===== src/hdl/rrts_pkg.sv =====
// ----------------------------------------------------------------------------
// Round-robin task switcher package
// Shared types and fixed constants of the task switcher and its checker.
// ----------------------------------------------------------------------------
package rrts_pkg;

    localparam int MAX_SLOTS      = 8;
    localparam int SLOT_W         = 3;
    localparam int SLOT_ID_W      = 4;
    localparam int WORD_W         = 64;
    localparam int SLICE_W        = 32;
    localparam int CFG_IDX_W      = 1;
    localparam int PTR_ALIGN_BITS = 3;

    localparam logic [SLOT_ID_W-1:0] NO_SLOT     = SLOT_ID_W'(MAX_SLOTS);
    localparam logic [WORD_W-1:0]    STACK_BYTES = 64'd32768;
    localparam logic [WORD_W-1:0]    FRAME_BYTES = 64'd176;
    localparam logic [WORD_W-1:0]    TOP_MASK    = ~64'hF;

    typedef enum logic [1:0] {
        ACT_ADD,
        ACT_START,
        ACT_TICK,
        ACT_STATS
    } action_t;

    typedef enum logic [CFG_IDX_W-1:0] {
        CFG_SLICE_TICKS,
        CFG_STACK_BASE
    } cfg_reg_t;

    typedef enum logic [3:0] {
        ST_IDLE,
        ST_DECODE,
        ST_BOUND,
        ST_CHECK,
        ST_ADD,
        ST_SAVE,
        ST_COMMIT,
        ST_STATS,
        ST_FINISH
    } state_t;

endpackage


===== src/hdl/round_robin_task_switcher_unit.sv =====
// ----------------------------------------------------------------------------
// Round-robin task switcher
// Eight-slot task table with time-slice scheduling, stack pointer checks and
// per-slot run statistics kept in two single-port synchronous memories.
// ----------------------------------------------------------------------------
// One request at a time: a request is taken in the idle cycle, then runs a
// short sequence before its result is loaded into the output register.
// An add runs decode, bound, add and finish; a statistics read decode, bound,
// stats and finish; a start decode, bound, check, commit and finish. An add to
// a full table, a start with no tasks, a read of an unused slot and a timer
// tick with nothing to check or a zero pointer go from decode to finish. Other
// ticks run bound and check, and stop there when the pointer is bad; the rest
// go on through save, and those that switch tasks on through bound, check and
// commit (the bounds checks of the current and the next slot each pass a bound
// and a compare state around the memory read). A stalled output holds the
// result in finish. A new request is accepted while the previous result still
// waits at the output. The slot memories need no clearing after reset: an
// entry is read only after an add has written it.
module round_robin_task_switcher_unit (
    input  logic                                  clk,
    input  logic                                  rst_n,
    input  logic                                  cfg_valid,
    output logic                                  cfg_ready,
    input  logic [rrts_pkg::CFG_IDX_W-1:0]        cfg_index,
    input  logic [rrts_pkg::WORD_W-1:0]           cfg_data,
    input  logic                                  in_valid,
    output logic                                  in_ready,
    input  logic [1:0]                            action,
    input  logic [rrts_pkg::WORD_W-1:0]           stack_pointer,
    input  logic [rrts_pkg::WORD_W-1:0]           current_tick,
    input  logic [rrts_pkg::SLOT_W-1:0]           slot_index,
    output logic                                  out_valid,
    input  logic                                  out_ready,
    output logic [rrts_pkg::WORD_W-1:0]           resume_pointer,
    output logic                                  status,
    output logic [rrts_pkg::SLOT_ID_W-1:0]        chosen_slot,
    output logic                                  switched,
    output logic [rrts_pkg::WORD_W-1:0]           slot_runs,
    output logic [rrts_pkg::WORD_W-1:0]           slot_last_tick,
    output logic [rrts_pkg::SLOT_ID_W-1:0]        running_slot,
    output logic [rrts_pkg::SLOT_ID_W-1:0]        tasks_present
);

    localparam int W   = rrts_pkg::WORD_W;
    localparam int SW  = rrts_pkg::SLOT_W;
    localparam int SIW = rrts_pkg::SLOT_ID_W;
    localparam int NS  = rrts_pkg::MAX_SLOTS;

    rrts_pkg::state_t  state_reg, state_next;
    rrts_pkg::action_t act_reg;
    logic [W-1:0]      sp_reg;
    logic [W-1:0]      now_reg;
    logic [SW-1:0]     qidx_reg;

    logic [NS-1:0]     used_reg, used_next;
    logic [SIW-1:0]    count_reg, count_next;
    logic [SIW-1:0]    cur_reg, cur_next;
    logic [W-1:0]      last_switch_reg, last_switch_next;
    logic              running_reg, running_next;
    logic [rrts_pkg::SLICE_W-1:0] slice_reg;
    logic [W-1:0]      base_reg;

    logic [SW-1:0]     tgt_reg, tgt_next;
    logic              use_sp_reg, use_sp_next;
    logic              ok_reg, ok_next;
    logic [W-1:0]      lo_reg, lo_next;
    logic [W-1:0]      hi_reg, hi_next;
    logic [W-1:0]      lim_reg, lim_next;
    logic              wrap_reg, wrap_next;

    logic [W-1:0]      res_ptr_reg, res_ptr_next;
    logic              res_status_reg, res_status_next;
    logic [SIW-1:0]    res_chosen_reg, res_chosen_next;
    logic              res_sw_reg, res_sw_next;
    logic [W-1:0]      res_runs_reg, res_runs_next;
    logic [W-1:0]      res_last_reg, res_last_next;

    logic              out_valid_reg, out_valid_next;
    logic [W-1:0]      out_ptr_reg;
    logic              out_status_reg;
    logic [SIW-1:0]    out_chosen_reg;
    logic              out_sw_reg;
    logic [W-1:0]      out_runs_reg;
    logic [W-1:0]      out_last_reg;
    logic [SIW-1:0]    out_running_reg;
    logic [SIW-1:0]    out_tasks_reg;
    logic              load_out;

    logic [W-1:0]      ptr_mem [NS];
    logic [2*W-1:0]    cnt_mem [NS];
    logic [W-1:0]      ptr_q;
    logic [2*W-1:0]    cnt_q;
    logic              ptr_we;
    logic [W-1:0]      ptr_wdata;
    logic              cnt_we;
    logic [2*W-1:0]    cnt_wdata;

    logic [SIW-1:0]    low_used;
    logic [SIW-1:0]    low_free;
    logic [SIW-1:0]    after_cur;
    logic [SW-1:0]     cur_idx;
    logic              cur_valid;
    logic [W-1:0]      lo_off, hi_off, lim_off;
    logic [W:0]        lo_sum, hi_sum;
    logic [W-1:0]      chk_ptr;
    logic              chk_ok;
    logic              expired;
    logic [W-1:0]      init_top;

    assign in_ready  = (state_reg == rrts_pkg::ST_IDLE);
    assign cfg_ready = 1'b1;

    assign cur_idx   = cur_reg[SW-1:0];
    assign cur_valid = (cur_reg < rrts_pkg::NO_SLOT) && used_reg[cur_idx];

    always_comb
    begin
        low_used = rrts_pkg::NO_SLOT;
        low_free = rrts_pkg::NO_SLOT;
        for (int i = NS - 1; i >= 0; i--)
        begin
            if (used_reg[i])
            begin
                low_used = SIW'(i);
            end
            else
            begin
                low_free = SIW'(i);
            end
        end
    end

    always_comb
    begin
        logic [SW-1:0] k;
        after_cur = rrts_pkg::NO_SLOT;
        for (int s = NS; s >= 1; s--)
        begin
            k = SW'((int'(cur_idx) + s) % NS);
            if (used_reg[k])
            begin
                after_cur = SIW'(k);
            end
        end
    end

    // slot stack bounds: low end, top, and highest pointer that fits a frame
    assign lo_off    = W'(tgt_reg) * rrts_pkg::STACK_BYTES;
    assign hi_off    = (W'(tgt_reg) + W'(1)) * rrts_pkg::STACK_BYTES;
    assign lim_off   = hi_off - rrts_pkg::FRAME_BYTES;
    assign lo_sum    = {1'b0, base_reg} + {1'b0, lo_off};
    assign hi_sum    = {1'b0, base_reg} + {1'b0, hi_off};
    assign lo_next   = lo_sum[W-1:0];
    assign hi_next   = hi_sum[W-1:0];
    assign wrap_next = hi_sum[W] & ~lo_sum[W];
    assign lim_next  = base_reg + lim_off;

    assign chk_ptr  = use_sp_reg ? sp_reg : ptr_q;
    assign chk_ok   = !wrap_reg && (chk_ptr[rrts_pkg::PTR_ALIGN_BITS-1:0] == '0)
                      && (chk_ptr >= lo_reg) && (chk_ptr <= lim_reg);
    assign expired  = (now_reg - last_switch_reg) >= W'(slice_reg);
    assign init_top = hi_reg & rrts_pkg::TOP_MASK;

    always_comb
    begin
        state_next       = state_reg;
        used_next        = used_reg;
        count_next       = count_reg;
        cur_next         = cur_reg;
        last_switch_next = last_switch_reg;
        running_next     = running_reg;
        tgt_next         = tgt_reg;
        use_sp_next      = use_sp_reg;
        ok_next          = ok_reg;
        res_ptr_next     = res_ptr_reg;
        res_status_next  = res_status_reg;
        res_chosen_next  = res_chosen_reg;
        res_sw_next      = res_sw_reg;
        res_runs_next    = res_runs_reg;
        res_last_next    = res_last_reg;
        out_valid_next   = out_valid_reg && !out_ready;
        load_out         = 1'b0;
        ptr_we           = 1'b0;
        ptr_wdata        = sp_reg;
        cnt_we           = 1'b0;
        cnt_wdata        = '0;

        case (state_reg)
            rrts_pkg::ST_IDLE:
            begin
                if (in_valid)
                begin
                    state_next = rrts_pkg::ST_DECODE;
                end
            end

            rrts_pkg::ST_DECODE:
            begin
                res_ptr_next    = sp_reg;
                res_status_next = 1'b0;
                res_chosen_next = rrts_pkg::NO_SLOT;
                res_sw_next     = 1'b0;
                res_runs_next   = '0;
                res_last_next   = '0;
                use_sp_next     = 1'b0;
                state_next      = rrts_pkg::ST_FINISH;
                case (act_reg)
                    rrts_pkg::ACT_ADD:
                    begin
                        res_status_next = 1'b1;
                        if (count_reg < rrts_pkg::NO_SLOT && low_free < rrts_pkg::NO_SLOT)
                        begin
                            tgt_next   = low_free[SW-1:0];
                            state_next = rrts_pkg::ST_BOUND;
                        end
                    end
                    rrts_pkg::ACT_START:
                    begin
                        if (count_reg == '0 || low_used == rrts_pkg::NO_SLOT)
                        begin
                            res_status_next = 1'b1;
                        end
                        else
                        begin
                            tgt_next   = low_used[SW-1:0];
                            state_next = rrts_pkg::ST_BOUND;
                        end
                    end
                    rrts_pkg::ACT_TICK:
                    begin
                        if (!running_reg || count_reg == '0)
                        begin
                            state_next = rrts_pkg::ST_FINISH;
                        end
                        else if (sp_reg == '0)
                        begin
                            res_status_next = 1'b1;
                        end
                        else if (!cur_valid)
                        begin
                            cur_next         = low_used;
                            last_switch_next = now_reg;
                        end
                        else
                        begin
                            tgt_next    = cur_idx;
                            use_sp_next = 1'b1;
                            state_next  = rrts_pkg::ST_BOUND;
                        end
                    end
                    rrts_pkg::ACT_STATS:
                    begin
                        if (used_reg[qidx_reg])
                        begin
                            tgt_next   = qidx_reg;
                            state_next = rrts_pkg::ST_BOUND;
                        end
                        else
                        begin
                            res_status_next = 1'b1;
                        end
                    end
                    default:
                    begin
                        state_next = rrts_pkg::ST_FINISH;
                    end
                endcase
            end

            rrts_pkg::ST_BOUND:
            begin
                case (act_reg)
                    rrts_pkg::ACT_ADD:   state_next = rrts_pkg::ST_ADD;
                    rrts_pkg::ACT_STATS: state_next = rrts_pkg::ST_STATS;
                    default:             state_next = rrts_pkg::ST_CHECK;
                endcase
            end

            rrts_pkg::ST_CHECK:
            begin
                ok_next = chk_ok;
                if (!use_sp_reg)
                begin
                    state_next = rrts_pkg::ST_COMMIT;
                end
                else if (chk_ok)
                begin
                    state_next = rrts_pkg::ST_SAVE;
                end
                else
                begin
                    res_status_next = 1'b1;
                    state_next      = rrts_pkg::ST_FINISH;
                end
            end

            rrts_pkg::ST_ADD:
            begin
                if (init_top != rrts_pkg::FRAME_BYTES)
                begin
                    ptr_we          = 1'b1;
                    ptr_wdata       = init_top - rrts_pkg::FRAME_BYTES;
                    cnt_we          = 1'b1;
                    used_next       = used_reg | (NS'(1) << tgt_reg);
                    count_next      = count_reg + SIW'(1);
                    res_status_next = 1'b0;
                    res_chosen_next = SIW'(tgt_reg);
                end
                state_next = rrts_pkg::ST_FINISH;
            end

            rrts_pkg::ST_SAVE:
            begin
                ptr_we      = 1'b1;
                use_sp_next = 1'b0;
                state_next  = rrts_pkg::ST_FINISH;
                if (expired)
                begin
                    if (after_cur == rrts_pkg::NO_SLOT || after_cur == cur_reg)
                    begin
                        last_switch_next = now_reg;
                    end
                    else
                    begin
                        tgt_next   = after_cur[SW-1:0];
                        state_next = rrts_pkg::ST_BOUND;
                    end
                end
            end

            rrts_pkg::ST_COMMIT:
            begin
                cur_next         = SIW'(tgt_reg);
                running_next     = 1'b1;
                last_switch_next = now_reg;
                cnt_we           = 1'b1;
                cnt_wdata        = {cnt_q[2*W-1:W] + W'(1), now_reg};
                res_chosen_next  = SIW'(tgt_reg);
                res_sw_next      = (act_reg == rrts_pkg::ACT_TICK);
                if (ok_reg)
                begin
                    res_ptr_next = ptr_q;
                end
                else
                begin
                    res_status_next = 1'b1;
                end
                state_next = rrts_pkg::ST_FINISH;
            end

            rrts_pkg::ST_STATS:
            begin
                res_runs_next = cnt_q[2*W-1:W];
                res_last_next = cnt_q[W-1:0];
                state_next    = rrts_pkg::ST_FINISH;
            end

            rrts_pkg::ST_FINISH:
            begin
                if (!out_valid_reg || out_ready)
                begin
                    load_out       = 1'b1;
                    out_valid_next = 1'b1;
                    state_next     = rrts_pkg::ST_IDLE;
                end
            end

            default:
            begin
                state_next = rrts_pkg::ST_IDLE;
            end
        endcase
    end

    always_ff @(posedge clk or negedge rst_n)
    begin
        if (!rst_n)
        begin
            state_reg       <= rrts_pkg::ST_IDLE;
            used_reg        <= '0;
            count_reg       <= '0;
            cur_reg         <= rrts_pkg::NO_SLOT;
            last_switch_reg <= '0;
            running_reg     <= 1'b0;
            out_valid_reg   <= 1'b0;
            slice_reg       <= rrts_pkg::SLICE_W'(1);
            base_reg        <= '0;
        end
        else
        begin
            state_reg       <= state_next;
            used_reg        <= used_next;
            count_reg       <= count_next;
            cur_reg         <= cur_next;
            last_switch_reg <= last_switch_next;
            running_reg     <= running_next;
            out_valid_reg   <= out_valid_next;
            if (cfg_valid && cfg_ready)
            begin
                case (rrts_pkg::cfg_reg_t'(cfg_index))
                    rrts_pkg::CFG_SLICE_TICKS:
                    begin
                        if (cfg_data[rrts_pkg::SLICE_W-1:0] == '0)
                        begin
                            slice_reg <= rrts_pkg::SLICE_W'(1);
                        end
                        else
                        begin
                            slice_reg <= cfg_data[rrts_pkg::SLICE_W-1:0];
                        end
                    end
                    rrts_pkg::CFG_STACK_BASE:
                    begin
                        base_reg <= cfg_data;
                    end
                    default:
                    begin
                        base_reg <= base_reg;
                    end
                endcase
            end
        end
    end

    always_ff @(posedge clk)
    begin
        if (in_valid && in_ready)
        begin
            act_reg  <= rrts_pkg::action_t'(action);
            sp_reg   <= stack_pointer;
            now_reg  <= current_tick;
            qidx_reg <= slot_index;
        end
        tgt_reg        <= tgt_next;
        use_sp_reg     <= use_sp_next;
        ok_reg         <= ok_next;
        lo_reg         <= lo_next;
        hi_reg         <= hi_next;
        lim_reg        <= lim_next;
        wrap_reg       <= wrap_next;
        res_ptr_reg    <= res_ptr_next;
        res_status_reg <= res_status_next;
        res_chosen_reg <= res_chosen_next;
        res_sw_reg     <= res_sw_next;
        res_runs_reg   <= res_runs_next;
        res_last_reg   <= res_last_next;
        if (load_out)
        begin
            out_ptr_reg     <= res_ptr_reg;
            out_status_reg  <= res_status_reg;
            out_chosen_reg  <= res_chosen_reg;
            out_sw_reg      <= res_sw_reg;
            out_runs_reg    <= res_runs_reg;
            out_last_reg    <= res_last_reg;
            out_running_reg <= cur_valid ? cur_reg : rrts_pkg::NO_SLOT;
            out_tasks_reg   <= count_reg;
        end
    end

    always_ff @(posedge clk)
    begin
        if (ptr_we)
        begin
            ptr_mem[tgt_reg] <= ptr_wdata;
        end
        ptr_q <= ptr_mem[tgt_reg];
    end

    always_ff @(posedge clk)
    begin
        if (cnt_we)
        begin
            cnt_mem[tgt_reg] <= cnt_wdata;
        end
        cnt_q <= cnt_mem[tgt_reg];
    end

    assign out_valid      = out_valid_reg;
    assign resume_pointer = out_ptr_reg;
    assign status         = out_status_reg;
    assign chosen_slot    = out_chosen_reg;
    assign switched       = out_sw_reg;
    assign slot_runs      = out_runs_reg;
    assign slot_last_tick = out_last_reg;
    assign running_slot   = out_running_reg;
    assign tasks_present  = out_tasks_reg;

endmodule


===== config.mk =====
export PLATFORM = sky130hd
export DESIGN_NAME = round_robin_task_switcher_unit
export DESIGN_NICKNAME = d
export VERILOG_FILES = /design/src/hdl/rrts_pkg.sv /design/src/hdl/round_robin_task_switcher_unit.sv
export SDC_FILE = /design/constraint.sdc
export NUM_CORES = 2
export LEC_CHECK = 0
export ABC_AREA = 1
export BUFFER_PORTS_ARGS = -buffer_cell sky130_fd_sc_hd__buf_4
export CAP_MARGIN = 30
export CORE_MARGIN = 4
export CORE_UTILIZATION = 55
export CTS_BUF_LIST = sky130_fd_sc_hd__clkbuf_16
export CTS_CLUSTER_DIAMETER = 30
export DETAILED_ROUTE_END_ITERATION = 8
export HOLD_SLACK_MARGIN = 0.06
export PLACE_DENSITY = 0.71
export REMOVE_ABC_BUFFERS = 1
export SLEW_MARGIN = 20
export SYNTH_ARGS = -nofsm -noshare
export SYNTH_HDL_FRONTEND = slang
export SYNTH_SLANG_ARGS = --single-unit

===== constraint.sdc =====
create_clock -name clk -period 18.9 [get_ports clk]
set_input_delay 0 -clock clk [delete_from_list [all_inputs] [get_ports clk]]
set_output_delay 0 -clock clk [all_outputs]
set_load 0.03 [all_outputs]

* Word-level counts from Yosys, hierarchy flattened
Memory sizes are Yosys's and may differ from the RTL's. A register that Yosys moved wholly into a read port is not among the register bits.
Index checks and enable logic that the tools add are counted.
** Operators by class
- Add/sub/neg operators :: 17
- $lt $le $gt $ge :: 16
- Equality and inequality tests :: 35
- Shift operators :: 1
- Mux-type cells :: 119
- Bitwise operators :: 4
- Reduce and logical (&&, ||, !) cells :: 38
** Operators by type and width (number)
- two-way mux 64 bit :: 10
- one-hot mux 64 bit (2 select lines) :: 3
- one-hot mux 64 bit (3 select lines) :: 1
- two-way mux 4 bit :: 41
- two-way mux 128 bit :: 1
- adder 64 x 18 -> 65 bit :: 1
- adder 64 x 19 -> 65 bit :: 1
- adder 64 x 1 -> 64 bit, second input constant :: 1
- adder 64 bit :: 1
- greater-or-equal comparator 64 x 32 -> 1 bit :: 1
- greater-or-equal comparator 64 bit :: 1
- less-or-equal comparator 64 bit :: 1
- logical NOT 64 bit :: 1
- subtractor 64 bit :: 1
- subtractor 64 x 8 -> 64 bit, second input constant :: 1
- inequality test 60 x 4 -> 1 bit, second input constant :: 1
- < comparator 3 x 4 -> 1 bit, second input constant :: 10
- logical NOT 32 bit :: 1
- two-way mux 32 bit :: 1
- two-way mux 1 bit :: 31
- binary-select mux 1 bit (select 3 bit) :: 10
- inequality test 2 bit, second input constant :: 14
- one-hot mux 4 bit (7 select lines) :: 1
- two-way mux 3 bit :: 8
- other kinds (40) :: 87
** Word-level totals
- Register bits :: 917
- Bits in writable memories :: 1536
- Input bits :: 203
- Output and inout port bits :: 209
- Word-level logic and storage cells :: 266
- Memories kept :: 2
** Memory list
- cnt_mem :: depth 8, width 128, read ports 1, clocked after memory_dff 1, write ports 1, line round_robin_task_switcher_unit.sv:90 : logic [2*W-1:0] cnt_mem [NS];
- ptr_mem :: depth 8, width 64, read ports 1, clocked after memory_dff 1, write ports 1, line round_robin_task_switcher_unit.sv:89 : logic [W-1:0] ptr_mem [NS];

* Longest topological paths before layout
- Depth after elaboration :: 16
- Mapped depth :: 27
- Gate-level depth less buffers :: 26

* Worst setup path after synthesis
Ideal clock, no wire load.
- Path type :: reg2reg
- From :: register state_reg[1]
- To :: register out_chosen_reg[0], in the netlist chosen_slot[0], enable pin
- Library setup time :: 842 ps
- Arrival time :: 10562 ps
- Data required time :: 18058 ps
- Slack :: 7496 ps
- Stages on the path, launching flop included :: 4
- Path buffers :: 0
- Clock period less this slack :: 11404 ps
- Cell sequence :: dfrtp_1 -> nor2_1 -> nand3_1 -> a21oi_1
** Between the ends
- Cells in the longest elaborated chain, start to end :: 2
** RTL lines
- start: declaration :: line round_robin_task_switcher_unit.sv:49 : rrts_pkg::state_t state_reg, state_next;
- start signal: assignment :: line round_robin_task_switcher_unit.sv:379 : state_reg <= rrts_pkg::ST_IDLE;
- start signal: assignment :: line round_robin_task_switcher_unit.sv:391 : state_reg <= state_next;
- equality test 4 bit :: line round_robin_task_switcher_unit.sv:188 : case (state_reg)
- two-way mux 1 bit :: line round_robin_task_switcher_unit.sv:188
- via load_out :: line round_robin_task_switcher_unit.sv:87 : logic load_out;
- end signal: assignment :: line round_robin_task_switcher_unit.sv:451 : out_chosen_reg <= res_chosen_reg;
- end: declaration :: line round_robin_task_switcher_unit.sv:81 : logic [SIW-1:0] out_chosen_reg;
The timed path passes the listed nets, and every way through them passes these cells.
A chain may end at the register's enable or synchronous reset.

* Worst setup path in the final report
- From :: register now_reg[19]
- To :: register last_switch_reg[57]
** Between the ends
- Cells in the longest elaborated chain, start to end :: 4
** RTL lines
- start: declaration :: line round_robin_task_switcher_unit.sv:52 : logic [W-1:0] now_reg;
- start signal: assignment :: line round_robin_task_switcher_unit.sv:431 : now_reg <= current_tick;
- subtractor 64 bit :: line round_robin_task_switcher_unit.sv:161 : assign expired = (now_reg - last_switch_reg) >= W'(slice_reg);
- greater-or-equal comparator 64 x 32 -> 1 bit :: line round_robin_task_switcher_unit.sv:161
- inequality test 2 bit (no source line)
- AND reduction 7 bit (no source line)
- end signal: assignment :: line round_robin_task_switcher_unit.sv:395 : last_switch_reg <= last_switch_next;
- end: declaration :: line round_robin_task_switcher_unit.sv:58 : logic [W-1:0] last_switch_reg, last_switch_next;
Every way passes these cells.

==> flow_summary.yaml <==
grt:
  antenna_found_initial: 25
  grt_max_degree: 157
  grt_pass1_wl_mm: 518
  grt_pass1_vias: 78600
  grt.total_usage: 0.344
  overflow: 0
synthesis:
  synth_seq_cells: 2626
  netlist_instances: 9393
  synthTopCellsByArea: "edfxtp_1, dfxtp_1, nand2_1"
  yosys.cell_types.count: 58
  synth_common_cells: "edfxtp_1, nand2_1, inv_1, nor2_1, o21ai_0"
  synth_edf_count: 2078
  synth_top_flop_cell: "edfxtp_1"
  yosysTopAreaCell: "edfxtp_1"
  ys_seq_area_frac: 0.681
  synth.most_common_cell: "edfxtp_1"
  synth.top_cell.area_share: 0.572
  syn_area_mm2: 0.109
  avgSynthCellArea_um2: 11.6
  async_reset_ff_frac: 0.0693
  ys.warnings.count: 0
hold_path:
  min_path_type: "primary input to flop"
detailed_routing:
  drtIter0Drc: 10500
  ant_nets: 0
  vias: 80400
  drt_wl_total_mm: 360
  viasPerCell: 5.93
  dr.pass1.iters: 8
  drc: 0
  wl_per_cell_um: 26.6
sta:
  tns_ns: 0
  fin_ws_ns: 13.91
  rsz0062_at_grt: "no"
  layout_worst_path_cycle_share: 0.264
  worst_pin_slew_ns: 1.10
  fmax_mhz: 201
  drv_slew: 0
  hold_viol: 0
  skew_ns: 0.0793
  finalSetupViolations: 0
  max_slew_margin: 0.258
  fin_crit_ns: 4.99
power_and_ir_drop:
  netSwitchingPower_mw: 7.81
  switching_share: 0.351
  intPower_mw: 14.4
  p_leak_nw: 54.9
  p_seq_frac: 0.357
  p_per_area_mw_per_mm2: 164
  clock_power_share: 0.372
  total_power_mw: 22.2
  ir_worst_vdd_uv: 135
  p_comb_frac: 0.271
clock_tree:
  ctsHoldBuffers: 412
  cts_tree: "yes"
  cts_resized: 0
  cts_num_sinks: 2626
  clockRootBuffer: "clkbuf_16"
  clockBufferDepth: 4
  post_cts_buffers: 0
  numCtsBuffers: 454
  htreeDepth: 5
  clk_latency_ns: 1.00
  clk_pin_slew_worst_paths_ns: 0.05
setup_path:
  required_ns: 19.73
  crit_top_cell: "nand2_1"
  max_stage_delay_ns: 0.50
  cp_max_fo: 64
  slowest_stage: "edfxtp_1"
  cp_cell_sequence: "ha_1 -> nand2_1 -> nor2_1 -> nand2_1 -> nor2_1 -> nand2_1 -> nand3_1 -> xor2_1 -> ha_1 -> nand2_1 -> nor2_1 -> nand2_1 -> o211ai_1 -> nand2_1 -> o2111ai_1 -> a21oi_1 -> nand4_1 -> nor2_2 -> nor2_4 -> buf_4 -> nand4_1 -> nand2_1"
  end_kind: "flop"
  arrival_ns: 5.82
  cp-start-kind: "flop"
  critPathKind: "flop to flop"
die:
  fp.dieH_um: 453
  fp.dieW_um: 453
  core_area_mm2: 0.197
  initial_utilization: 0.553
  rows: 163
  dieArea_mm2: 0.205
  ios: 412
run:
  cap_violations: 0
run_status:
  status: "completed"
finish:
  nets: 11000
  post-route-util: 0.687
  area_growth_pct: 24.3
  largest_register_ffs: 1024
  top_register: "cnt_mem"
  drive_above_1_share: 0.128
  top_regs: "cnt_mem: 1024 flops, ptr_mem: 512 flops, cnt_q: 128 flops"
  fill_cells: 13400
placement:
  place_ws_ns: 14.16
  io_buffer_count: 410
  detailed_place_hpwl_mm: 227
  gp_congestion: 1.05
-- power groups by stage --
stage | Sequential (mW) | Combinational (mW) | Clock [mW]
after detailed placement | 7.99 | 5.70 | 0
after global placement | 7.98 | 5.61 | 0
after CTS | 7.90 | 5.83 | 8.27
after global routing | 7.97 | 6.52 | 8.61
after floorplan | 7.93 | 3.66 | 0
final | 7.94 | 6.02 | 8.28
-- logic make-up (layout without fill, tap and decap cells) --
family,after synthesis,after routing,synth area share
simple gates,3409,3409,0.132
flops,2626,2626,0.681
buf+inv,1446,2956,0.0510
fa+ha+maj,292,292,0.0337
xor+xnor,256,256,0.0206
mux,10,10,0.00103
other cells,1,16,0.0000344
compound gates,1353,1353,0.0799
-- through the flow --
| step | area (µm²) | std cells | hold WS (ns) |
|---|---|---|---|
| after floorplan | 108000 | 9102 | -0.296 |
| after global placement | 115000 | 12300 | 0.0414 |
| after detailed placement | 115000 | 12300 | 0.0470 |
| after CTS | 135000 | 13500 | 0.116 |
| after global routing | 136000 | 13500 | 0.0948 |
| final | 136000 | 13600 | 0.102 |
-- path summary, 6_finish.rpt --
path                            cells after the start             endpoint  slack, ns   startpoint
worst min register to register                      0           lim_reg[1]       0.37  base_reg[1]
worst max register to register                     22  last_switch_reg[57]      13.91  now_reg[19]
worst min-delay path                                4          now_reg[19]       0.10     in_valid
max in group asynchronous                           4   last_switch_reg[2]      17.80        rst_n
min in group asynchronous                           4         base_reg[53]       0.27        rst_n
worst max-delay path                               22  last_switch_reg[57]      13.91  now_reg[19]
-- cell usage in the layout (no fill, tap or decap), types with 15 or more instances in the layout --
master / netlist / final
clkbuf_16: 0 / 462
xnor2_1: 53 / 53
o21ai_1: 9 / 20
ha_1: 289 / 289
nand4_1: 327 / 327
dfrtp_1: 180 / 180
dfxtp_1: 366 / 366
bufinv_16: 0 / 62
nor4_1: 71 / 70
clkinv_2: 0 / 58
inv_6: 0 / 48
clkinv_1: 5 / 52
o21a_1: 23 / 23
a221oi_1: 136 / 136
clkinv_4: 0 / 48
dlygate4sd3_1: 0 / 410
nand2_1: 1872 / 1868
buf_4: 6 / 512
o21ai_0: 378 / 366
a22o_1: 143 / 143
inv_1: 1144 / 1180
xor2_1: 202 / 202
edfxtp_1: 2078 / 2078
nor2_4: 2 / 23
a22oi_1: 245 / 245
nor2_1: 739 / 717
a21oi_1: 338 / 337
nand2_2: 15 / 16
diode_2: 0 / 15
nor3_1: 131 / 124
nand3_1: 205 / 204
clkinvlp_4: 0 / 55
-- critical path: cells and delay by family, from the launching register on --
family	cells	cell delay [ns]
DFF	1	0.50
xor gates and xnor gates	1	0.33
adders and majority gates	2	0.81
and+or+nand+nor	15	2.29
buffers and inverters	1	0.31
AOI/OAI and AO/OA	3	0.47
-- metal layers --
metal  up-vias  GRT usage  wire length, µm
li1      35300          -                -
met1     38800      0.455           136000
met2      5117      0.521           161000
met3      1118     0.0940            41500
met4        30      0.182            21300
met5         -    0.00466              326
-- area by class of cell --
class	count	area [µm²]	share of cell area
tap	2640	3300	0.0244
clock inverter	374	4020	0.0297
inverter	1155	4340	0.0320
clock buffer	462	11600	0.0853
multi-input combinational	5321	29500	0.217
timing repair buffer	965	8550	0.0631
antenna	15	37.5	0.000277
sequential	2626	74300	0.548
Power figures use the tool's default switching activity.
